### src/design/rle_pkg.sv
// Shared constants and control types of the run-length pixel decoder.
// Used by the controller, the datapath and the top level; depends on nothing.
package rle_pkg;

    // Group size and largest pixel size, with their effective clamped values.
    localparam int GROUP_PIXELS    = 4;
    localparam int MAX_PIXEL_BYTES = 4;
    localparam int GROUP_EFF = (GROUP_PIXELS < 1) ? 1 :
                               ((GROUP_PIXELS > 4) ? 4 : GROUP_PIXELS);
    localparam int PB_MAX    = (MAX_PIXEL_BYTES < 1) ? 1 : MAX_PIXEL_BYTES;

    // Field widths.
    localparam int PIX_W     = 32;
    localparam int BYTE_W    = 8;
    localparam int PB_W      = 3;
    localparam int LIMIT_W   = 32;
    localparam int CNT_W     = 3;
    localparam int LEFT_W    = 8;
    localparam int SLOT_W    = 4;
    localparam int OFS_W     = 6;
    localparam int CFG_IDX_W = 2;
    localparam int CFG_DAT_W = 32;

    // Header bytes above this value start a run.
    localparam logic [BYTE_W-1:0] RUN_THRESHOLD = 8'd127;

    // Configuration register indexes.
    localparam logic [CFG_IDX_W-1:0] REG_PIXEL_BYTES  = 2'd0;
    localparam logic [CFG_IDX_W-1:0] REG_OUTPUT_LIMIT = 2'd1;

    // Configuration reset values.
    localparam logic [PB_W-1:0]    PB_RESET    = 3'd2;
    localparam logic [LIMIT_W-1:0] LIMIT_RESET = 32'hFFFF_FFFF;

    // Commands from the controller to the datapath.
    typedef struct packed {
        logic take_byte;
        logic emit_step;
    } rle_cmd_t;

    // Status from the datapath to the controller.
    typedef struct packed {
        logic starts_emit;
        logic group_final;
        logic out_free;
    } rle_status_t;

endpackage

### src/design/rle_pixel_decoder.sv
// Run-length pixel decoder: compressed bytes in, groups of
// up to four decoded pixels out. Input, output and configuration channels
// use valid/ready; an item moves when valid and ready are both high.
// Configuration: cfg_index 0 sets pixel_bytes, 1 sets output_limit; cfg_ready
// is always high. Writes must be made only while the block is idle; the
// block itself does not enforce this. A byte that does not complete a pixel
// is simply taken. A byte that completes a pixel is followed by the emission
// of its groups, one group for a literal pixel and ceil(n/4) for a run of n
// pixels unless the output limit ends it early; the group emission loop in
// the controller sets this, and no byte is accepted while it runs. A group
// is held in an output register, so the decoder keeps parsing while a result
// waits; if the receiver stalls, emission pauses until the register frees.
// Reset restores pixel_bytes 2, output_limit all ones and an empty parse
// state; the byte flagged last_byte clears the parse state at once and the
// byte count once its pixels are out.
// Depends on rle_pkg, rle_controller and rle_datapath.
module rle_pixel_decoder
(
    input  logic                            clk,
    input  logic                            rst_n,
    input  logic                            cfg_valid,
    output logic                            cfg_ready,
    input  logic [rle_pkg::CFG_IDX_W-1:0]   cfg_index,
    input  logic [rle_pkg::CFG_DAT_W-1:0]   cfg_data,
    input  logic                            in_valid,
    output logic                            in_ready,
    input  logic [rle_pkg::BYTE_W-1:0]      in_byte,
    input  logic                            last_byte,
    output logic                            out_valid,
    input  logic                            out_ready,
    output logic [rle_pkg::PIX_W-1:0]       pixel_a,
    output logic [rle_pkg::PIX_W-1:0]       pixel_b,
    output logic [rle_pkg::PIX_W-1:0]       pixel_c,
    output logic [rle_pkg::PIX_W-1:0]       pixel_d,
    output logic [rle_pkg::CNT_W-1:0]       pixel_count,
    output logic                            last_of_run,
    output logic                            limit_hit
);

    rle_pkg::rle_cmd_t    cmd;
    rle_pkg::rle_status_t status;
    logic                 cfg_we;

    // Configuration writes are always taken.
    assign cfg_ready = 1'b1;
    assign cfg_we    = cfg_valid && cfg_ready;

    rle_controller u_ctrl
    (
        .clk      (clk),
        .rst_n    (rst_n),
        .in_valid (in_valid),
        .in_ready (in_ready),
        .status   (status),
        .cmd      (cmd)
    );

    rle_datapath u_dp
    (
        .clk         (clk),
        .rst_n       (rst_n),
        .cfg_we      (cfg_we),
        .cfg_index   (cfg_index),
        .cfg_data    (cfg_data),
        .in_byte     (in_byte),
        .last_byte   (last_byte),
        .cmd         (cmd),
        .status      (status),
        .out_ready   (out_ready),
        .out_valid   (out_valid),
        .pixel_a     (pixel_a),
        .pixel_b     (pixel_b),
        .pixel_c     (pixel_c),
        .pixel_d     (pixel_d),
        .pixel_count (pixel_count),
        .last_of_run (last_of_run),
        .limit_hit   (limit_hit)
    );

endmodule

### src/design/rle_controller.sv
// Controller of the run-length pixel decoder: accepts bytes and sequences
// pixel group emission. Depends on rle_pkg for the command and status types.
module rle_controller
(
    input  logic                clk,
    input  logic                rst_n,
    input  logic                in_valid,
    output logic                in_ready,
    input  rle_pkg::rle_status_t status,
    output rle_pkg::rle_cmd_t    cmd
);

    typedef enum logic [1:0]
    {
        ST_ACCEPT = 2'b01,
        ST_EMIT   = 2'b10
    } state_t;

    state_t state_reg;
    state_t state_next;

    // Bytes are taken only while no emission is under way.
    always_comb
    begin
        in_ready      = (state_reg == ST_ACCEPT);
        cmd.take_byte = in_ready && in_valid;
        cmd.emit_step = (state_reg == ST_EMIT) && status.out_free;
    end

    // Next-state logic.
    always_comb
    begin
        state_next = state_reg;
        unique case (state_reg)
            ST_ACCEPT:
            begin
                if (cmd.take_byte && status.starts_emit)
                begin
                    state_next = ST_EMIT;
                end
            end
            ST_EMIT:
            begin
                if (cmd.emit_step && status.group_final)
                begin
                    state_next = ST_ACCEPT;
                end
            end
            default:
            begin
                state_next = ST_ACCEPT;
            end
        endcase
    end

    // State register.
    always_ff @(posedge clk or negedge rst_n)
    begin
        if (!rst_n)
        begin
            state_reg <= ST_ACCEPT;
        end
        else
        begin
            state_reg <= state_next;
        end
    end

endmodule

### src/design/rle_datapath.sv
// Datapath of the run-length pixel decoder: configuration, byte parsing,
// limit checks and the output register. Depends on rle_pkg.
module rle_datapath
(
    input  logic                                clk,
    input  logic                                rst_n,
    input  logic                                cfg_we,
    input  logic [rle_pkg::CFG_IDX_W-1:0]       cfg_index,
    input  logic [rle_pkg::CFG_DAT_W-1:0]       cfg_data,
    input  logic [rle_pkg::BYTE_W-1:0]          in_byte,
    input  logic                                last_byte,
    input  rle_pkg::rle_cmd_t                   cmd,
    output rle_pkg::rle_status_t                status,
    input  logic                                out_ready,
    output logic                                out_valid,
    output logic [rle_pkg::PIX_W-1:0]           pixel_a,
    output logic [rle_pkg::PIX_W-1:0]           pixel_b,
    output logic [rle_pkg::PIX_W-1:0]           pixel_c,
    output logic [rle_pkg::PIX_W-1:0]           pixel_d,
    output logic [rle_pkg::CNT_W-1:0]           pixel_count,
    output logic                                last_of_run,
    output logic                                limit_hit
);

    typedef enum logic [2:0]
    {
        PH_HEADER  = 3'b001,
        PH_RUN     = 3'b010,
        PH_LITERAL = 3'b100
    } phase_t;

    // Configuration registers.
    logic [rle_pkg::PB_W-1:0]    pb_reg,    pb_next;
    logic [rle_pkg::LIMIT_W-1:0] limit_reg, limit_next;

    // Parse state.
    phase_t                      phase_reg, phase_next;
    logic [rle_pkg::LEFT_W-1:0]  left_reg,  left_next;
    logic [rle_pkg::SLOT_W-1:0]  slot_reg,  slot_next;
    logic [rle_pkg::PIX_W-1:0]   build_reg, build_next;

    // Limit and emission state.
    logic [rle_pkg::LIMIT_W-1:0] bytes_out_reg, bytes_out_next;
    logic                        stopped_reg,   stopped_next;
    logic [rle_pkg::LEFT_W-1:0]  emit_left_reg, emit_left_next;
    logic [rle_pkg::PIX_W-1:0]   emit_pix_reg,  emit_pix_next;
    logic                        last_pend_reg, last_pend_next;

    // Output register.
    logic                        out_valid_reg, out_valid_next;
    logic [rle_pkg::PIX_W-1:0]   out_pix_reg  [4];
    logic [rle_pkg::PIX_W-1:0]   out_pix_next [4];
    logic [rle_pkg::CNT_W-1:0]   count_reg,     count_next;
    logic                        lor_reg,       lor_next;
    logic                        hit_reg,       hit_next;

    // Combinational helpers.
    logic [rle_pkg::PB_W-1:0]    pb_eff;
    logic [rle_pkg::SLOT_W-1:0]  slot_inc;
    logic                        pixel_done;
    logic [rle_pkg::PIX_W-1:0]   build_base;
    logic [rle_pkg::PIX_W-1:0]   build_new;
    logic                        starts_emit;
    logic [rle_pkg::CNT_W-1:0]   avail;
    logic [rle_pkg::GROUP_EFF:0] fit;
    logic [rle_pkg::CNT_W-1:0]   count;
    logic                        fit_after;
    logic                        stop_after;
    logic                        group_final;
    logic [rle_pkg::OFS_W-1:0]   add_bytes;
    logic                        out_free;

    // Effective pixel size: zero acts as one, large values clamp.
    always_comb
    begin
        if (pb_reg == '0)
        begin
            pb_eff = rle_pkg::PB_W'(1);
        end
        else if (int'(pb_reg) > rle_pkg::PB_MAX)
        begin
            pb_eff = rle_pkg::PB_W'(rle_pkg::PB_MAX);
        end
        else
        begin
            pb_eff = pb_reg;
        end
    end

    // Pixel assembly: bytes enter little-endian, only the first four are kept.
    always_comb
    begin
        slot_inc   = slot_reg + rle_pkg::SLOT_W'(1);
        pixel_done = (slot_inc >= rle_pkg::SLOT_W'(pb_eff));
        build_base = (slot_reg == '0) ? '0 : build_reg;
        if (slot_reg < rle_pkg::SLOT_W'(4))
        begin
            build_new = build_base |
                        (rle_pkg::PIX_W'(in_byte) << {slot_reg[1:0], 3'b000});
        end
        else
        begin
            build_new = build_base;
        end
        starts_emit = (phase_reg != PH_HEADER) && pixel_done && !stopped_reg;
    end

    // Limit checks for the next group: fit[k] says k+1 more pixels still fit.
    always_comb
    begin
        logic [rle_pkg::OFS_W-1:0]   ofs;
        logic [rle_pkg::LIMIT_W:0]   total;
        if (emit_left_reg < rle_pkg::LEFT_W'(rle_pkg::GROUP_EFF))
        begin
            avail = emit_left_reg[rle_pkg::CNT_W-1:0];
        end
        else
        begin
            avail = rle_pkg::CNT_W'(rle_pkg::GROUP_EFF);
        end
        for (int k = 0; k <= rle_pkg::GROUP_EFF; k++)
        begin
            ofs    = rle_pkg::OFS_W'(k + 1) * rle_pkg::OFS_W'(pb_eff);
            total  = {1'b0, bytes_out_reg} + (rle_pkg::LIMIT_W + 1)'(ofs);
            fit[k] = (total <= {1'b0, limit_reg});
        end
        count = '0;
        for (int k = 0; k < rle_pkg::GROUP_EFF; k++)
        begin
            if ((rle_pkg::CNT_W'(k) < avail) && fit[k])
            begin
                count = rle_pkg::CNT_W'(k + 1);
            end
        end
        fit_after = 1'b0;
        for (int k = 0; k <= rle_pkg::GROUP_EFF; k++)
        begin
            if (rle_pkg::CNT_W'(k) == count)
            begin
                fit_after = fit[k];
            end
        end
        stop_after  = (count == '0) || !fit_after;
        group_final = (emit_left_reg == rle_pkg::LEFT_W'(count)) || stop_after;
        add_bytes   = rle_pkg::OFS_W'(count) * rle_pkg::OFS_W'(pb_eff);
        out_free    = !out_valid_reg || out_ready;
    end

    // Status toward the controller.
    always_comb
    begin
        status.starts_emit = starts_emit;
        status.group_final = group_final;
        status.out_free    = out_free;
    end

    // Next-state logic for configuration, parsing, emission and output.
    always_comb
    begin
        pb_next        = pb_reg;
        limit_next     = limit_reg;
        phase_next     = phase_reg;
        left_next      = left_reg;
        slot_next      = slot_reg;
        build_next     = build_reg;
        bytes_out_next = bytes_out_reg;
        stopped_next   = stopped_reg;
        emit_left_next = emit_left_reg;
        emit_pix_next  = emit_pix_reg;
        last_pend_next = last_pend_reg;
        out_valid_next = out_valid_reg;
        out_pix_next   = out_pix_reg;
        count_next     = count_reg;
        lor_next       = lor_reg;
        hit_next       = hit_reg;

        // Configuration writes must arrive only while the block is idle; the block does not enforce this.
        if (cfg_we)
        begin
            if (cfg_index == rle_pkg::REG_PIXEL_BYTES)
            begin
                pb_next = cfg_data[rle_pkg::PB_W-1:0];
            end
            else if (cfg_index == rle_pkg::REG_OUTPUT_LIMIT)
            begin
                limit_next = cfg_data[rle_pkg::LIMIT_W-1:0];
            end
        end

        // Take one compressed byte.
        if (cmd.take_byte)
        begin
            if (phase_reg == PH_HEADER)
            begin
                if (in_byte > rle_pkg::RUN_THRESHOLD)
                begin
                    left_next  = in_byte - rle_pkg::RUN_THRESHOLD;
                    phase_next = PH_RUN;
                end
                else if (in_byte != '0)
                begin
                    left_next  = in_byte;
                    phase_next = PH_LITERAL;
                end
                slot_next  = '0;
                build_next = '0;
            end
            else
            begin
                build_next = build_new;
                slot_next  = pixel_done ? '0 : slot_inc;
                if (pixel_done)
                begin
                    emit_pix_next = build_new;
                    if (phase_reg == PH_RUN)
                    begin
                        emit_left_next = left_reg;
                        left_next      = '0;
                        phase_next     = PH_HEADER;
                    end
                    else
                    begin
                        emit_left_next = rle_pkg::LEFT_W'(1);
                        left_next      = left_reg - rle_pkg::LEFT_W'(1);
                        if (left_reg == rle_pkg::LEFT_W'(1))
                        begin
                            phase_next = PH_HEADER;
                        end
                    end
                end
            end

            // End of image: parse state clears now, counters after emission.
            if (last_byte)
            begin
                phase_next = PH_HEADER;
                left_next  = '0;
                slot_next  = '0;
                build_next = '0;
                if (starts_emit)
                begin
                    last_pend_next = 1'b1;
                end
                else
                begin
                    bytes_out_next = '0;
                    stopped_next   = 1'b0;
                end
            end
        end

        // The receiver takes the held item.
        if (out_valid_reg && out_ready)
        begin
            out_valid_next = 1'b0;
        end

        // Emit one group of pixels.
        if (cmd.emit_step)
        begin
            if (count != '0)
            begin
                out_valid_next = 1'b1;
                for (int k = 0; k < 4; k++)
                begin
                    out_pix_next[k] = (rle_pkg::CNT_W'(k) < count) ? emit_pix_reg : '0;
                end
                count_next     = count;
                lor_next       = group_final;
                hit_next       = stop_after;
                bytes_out_next = bytes_out_reg + rle_pkg::LIMIT_W'(add_bytes);
            end
            stopped_next   = stop_after;
            emit_left_next = emit_left_reg - rle_pkg::LEFT_W'(count);
            if (group_final && last_pend_reg)
            begin
                bytes_out_next = '0;
                stopped_next   = 1'b0;
                last_pend_next = 1'b0;
            end
        end
    end

    // Control and state registers.
    always_ff @(posedge clk or negedge rst_n)
    begin
        if (!rst_n)
        begin
            pb_reg        <= rle_pkg::PB_RESET;
            limit_reg     <= rle_pkg::LIMIT_RESET;
            phase_reg     <= PH_HEADER;
            left_reg      <= '0;
            slot_reg      <= '0;
            build_reg     <= '0;
            bytes_out_reg <= '0;
            stopped_reg   <= 1'b0;
            emit_left_reg <= '0;
            last_pend_reg <= 1'b0;
            out_valid_reg <= 1'b0;
        end
        else
        begin
            pb_reg        <= pb_next;
            limit_reg     <= limit_next;
            phase_reg     <= phase_next;
            left_reg      <= left_next;
            slot_reg      <= slot_next;
            build_reg     <= build_next;
            bytes_out_reg <= bytes_out_next;
            stopped_reg   <= stopped_next;
            emit_left_reg <= emit_left_next;
            last_pend_reg <= last_pend_next;
            out_valid_reg <= out_valid_next;
        end
    end

    // Payload registers need no reset.
    always_ff @(posedge clk)
    begin
        emit_pix_reg <= emit_pix_next;
        out_pix_reg  <= out_pix_next;
        count_reg    <= count_next;
        lor_reg      <= lor_next;
        hit_reg      <= hit_next;
    end

    assign out_valid   = out_valid_reg;
    assign pixel_a     = out_pix_reg[0];
    assign pixel_b     = out_pix_reg[1];
    assign pixel_c     = out_pix_reg[2];
    assign pixel_d     = out_pix_reg[3];
    assign pixel_count = count_reg;
    assign last_of_run = lor_reg;
    assign limit_hit   = hit_reg;

endmodule

### config.mk
export PLATFORM = sky130hd
export DESIGN_NAME = rle_pixel_decoder
export DESIGN_NICKNAME = d
export VERILOG_FILES = /design/src/design/rle_pkg.sv /design/src/design/rle_pixel_decoder.sv /design/src/design/rle_controller.sv /design/src/design/rle_datapath.sv
export SDC_FILE = /design/constraint.sdc
export NUM_CORES = 1
export LEC_CHECK = 0
export BUFFER_PORTS_ARGS = -buffer_cell sky130_fd_sc_hd__buf_2
export CORE_ASPECT_RATIO = 0.7
export CORE_MARGIN = 3
export CORE_UTILIZATION = 40
export DETAILED_ROUTE_END_ITERATION = 8
export SYNTH_ARGS = -nofsm -noshare
export SYNTH_HDL_FRONTEND = slang
export SYNTH_SLANG_ARGS = --single-unit
### constraint.sdc
create_clock -name clk -period 8.33 [get_ports clk]
set_input_delay 1.2495 -clock clk [delete_from_list [all_inputs] [get_ports clk]]
set_output_delay 1.2495 -clock clk [all_outputs]
set_load 0.01 [all_outputs]
==> metrics.md <==
| Metric | Value |
|---|---|
| Outcome | completed |
| Cell leakage power | between 10 and 15 nW |
| Final period utilization | 0.9675 |
| Largest net degree at the start of global routing | between 100 and 150 |
| Largest family of logic cells by synthesized area | simple AND/OR/NAND/NOR gates |
| Mapped cell area | 0.01940 mm2 |
| Power density cells | 233.8 mW/mm2 |
| Synthesized flop and latch total | 292 |
| Worst skew pair latency | 0.54 ns |
| Adder-cell share of the synthesized area | 0.1370 |
| Synth Area in Compound Gates | 0.1302 |
| Peak VDD IR | roughly 140 uV |
| Syn_area_per_cell | between 10 and 15 um2 |
| Arr. time, crit path | about 8.5 ns |
| Ys Warns | 0 |
| FF/Latch Area | 0.008177 mm2 |
| First-pass GRT wire length | 97580 um |
| Synth top area share | 0.2555 |
| Ports | between 150 and 200 |
| Async SR Flop Fraction | 0.4349 |
| Initial antenna violation count | 2 |
| Via count | approximately 16k |
| Minimum clock period | 8.059 ns |
| Multi-input gate area | about 0.011 mm2 |
| Cell-internal power | between 3 and 4 mW |
| GRT Residual Overflow | 0 |
| EDFF count, synth | 165 |
| Core area | 0.04715 mm2 |
| Met1 usage | 0.3848 |
| Hold Crit Class | reg2reg |
| Clock network power share | 0.290 |
| Setup ws final | 0.2709 ns |
| Power Total | 5.335 mW |
| Syn_nets | 2144 |
| Max incr delay on CP | roughly 0.58 ns |
| Final Cell Area | 0.02282 mm2 |
| Die Ht | 190.2 um |
| Hold Slack | 0.4837 ns |
| Post-DR wirelength/cell | 23.44 um |
| Comb power frac | 0.346 |
| Placed cell areas | 0.02158 mm2 |
| Gr usage total | 0.2500 |
| Cell accounting for the most synthesized area | edfxtp_1 |
| Critical path class | reg2reg |
| Synth cell types | 90 |
| Post-Synth Simple-Gate Area | 0.1808 |
| Final WL | 65690 um |
| Worst slack at placement | -0.02759 ns |
| Post-Synth XOR/XNOR Area | 0.07225 |
| Initial Util | 0.4113 |
| Fillcell total | 4345 |
| Die width | 269.2 um |
| Die area | 0.05121 mm2 |
| Synthesized instance count | 1890 |
| H-tree depth | 2 |
| P&R area growth vs syn | 17.64% |
| Total iterations of the first detailed-routing run | 5 |
| Post-layout util | 0.4839 |
| Grt peak-use layer | met1 |
| Worst slew pin tran | 1.197 ns |
| Net switching power | 1.925 mW |
| Vias in the first global route | between 15k and 20k |
| Post-synth top flop | edfxtp_1 |
| Mux contribution to synthesized area | 0.02084 |
| Vias/cell | 5.765 |
| Clk pin slew, worst setup/hold paths | 0.06 ns |
| Cts bufs inserted | 34 |
| Setup violators final | 0 |
| GR Util met3 | 0.09445 |
| GPL Wtd Cong | 1.020 |
| Final nets | ~2.4k |
| Total negative setup slack | 0 ns |
| Final HPWL DP | 49650 um |
| CP Capture Type | register |
| Synth area leaders | edfxtp_1 26%, ha_1 13%, dfrtp_1 12% |
| Non-filler cells, final | roughly 2.8k |
| Routed Antenna Nets | 0 |
| Clk root buf | clkbuf_16 |
| Clock Skew | 0.02366 ns |
| Max FO, Critical Path | 6 |
| Clock Sink Count | roughly 290 |
| Sequential share of power | 0.364 |
| MaxCap Viol Count | 0 |
| Share of post-route cells with drive strength above 1 | 0.2172 |
| Dpl cells | 2737 |
| Port bufs | 182 |
| Hold Violations, Final | 0 |
| Site row count | 66 |
| Data required, critical path | 8.74 ns |
| Register area share after synthesis | 0.4216 |
| Most common cell after layout, fill and taps aside | ha_1 |
| DRC violations left | 0 |
| Clock tree buffer depth | 3 |
| Max_slew headroom | 0.2001 |
| CP Launch Type | register |
| GR Layer Usage met2 | 0.3259 |
| Max Freq | 0.1241 GHz |
| Initial DRC count | 1705 |
| # hold bufs at CTS | 0 |
| Switch share | 0.3609 |
| Crit path top cell by count | fa_1 |
| Commonest cells after routing, fill and taps aside | 197 x ha_1, 181 x buf_2, 165 x edfxtp_1 |
| CTS tree | built |
| CP max stage cell | dfstp_2 |
| Max Slew Vio Count | 0 |
[cells by family after synthesis]
kind of cell,Yosys count
DFF,292
and+or+nand+nor,671
adders and majority gates,208
xor gates and xnor gates,160
AOI/OAI and AO/OA,348
muxes,36
buffers and inverters,174
other,1
[critical path, delay by kind of cell (launching register included)]
kind	cells	cell delay [ns]
AOI/OAI and AO/OA	11	1.78
adders and majority gates	7	2.77
buffers and inverters	5	0.56
and+or+nand+nor	13	2.06
DFF	1	0.58
xor gates and xnor gates	1	0.15
[path summary, 6_finish.rpt]
check,from,endpoint,slack [ns],cells after the start
setup / recovery,u_dp.pb_reg[1],u_dp.bytes_out_reg[31],0.27,37
hold / removal,u_dp.emit_left_reg[7],u_dp.emit_left_reg[7],0.48,1
setup reg to reg,u_dp.pb_reg[1],u_dp.bytes_out_reg[31],0.27,37
hold reg to reg,u_dp.emit_left_reg[7],u_dp.emit_left_reg[7],0.48,1
max in group asynchronous,rst_n,u_dp.pb_reg[0],6.24,2
min in group asynchronous,rst_n,u_dp.bytes_out_reg[26],0.70,1
[synthesized netlist by cell type (6+ instances only)]
| library cell | instances |
|---|---|
| o21a_1 | 8 |
| buf_1 | 14 |
| o211ai_1 | 9 |
| nor4_1 | 18 |
| a211oi_1 | 18 |
| mux2_2 | 35 |
| xnor2_1 | 109 |
| a221o_1 | 21 |
| nor3_1 | 44 |
| a211o_1 | 9 |
| edfxtp_1 | 165 |
| nand2b_1 | 11 |
| ha_1 | 198 |
| or2_2 | 6 |
| clkbuf_1 | 57 |
| nand3_1 | 41 |
| nor2_1 | 122 |
| a21o_1 | 13 |
| or3_1 | 6 |
| dfstp_2 | 35 |
| and3_1 | 64 |
| a21oi_1 | 79 |
| xor2_1 | 51 |
| nand2_1 | 155 |
| o21ai_0 | 62 |
| a22o_1 | 71 |
| nor2b_1 | 40 |
| buf_2 | 9 |
| and4_1 | 9 |
| and2_1 | 76 |
| inv_1 | 80 |
| dfrtp_1 | 92 |
| fa_1 | 8 |
| nand4_1 | 51 |
[timing repair]
| item | CTS | global route |
|---|---|---|
| setup buffers | 0 | 2 |
| endpoints found under the setup margin | 4 | 22 |
| gates resized for setup | 2 | 20 |
| pin swaps | 0 | 3 |
[power groups by stage]
| stage | sequential, mW | clock (mW) | combinational (mW) |
|---|---|---|---|
| global route | 1.97 | 1.64 | 2.05 |
| global placement | 1.96 | 0 | 1.77 |
| detailed placement | 1.97 | 0 | 1.81 |
| CTS | 1.94 | 1.59 | 1.82 |
| finish | 1.94 | 1.55 | 1.85 |
| floorplan | 1.94 | 0 | 1.20 |
[per-layer routing]
metal / routed length [um] / vias up
met5: 0 / -
met4: 1316 / 0
met3: 7710 / 99
met2: 25030 / 685
met1: 31630 / 7989
li1: - / 7380
[final cells by class]
| type | count | area share |
|---|---|---|
| Antenna cell | 1 | 0.0001097 |
| Tap cell | 646 | 0.03542 |
| Clock buffer | 46 | 0.04014 |
| Inverter | 83 | 0.01376 |
| Timing Repair Buffer | 294 | 0.07775 |
| Clock inverter | 16 | 0.009596 |
| Sequential cell | 292 | 0.3583 |
| Multi-Input combinational cell | 1424 | 0.4649 |
Power figures use the tool's default switching activity.
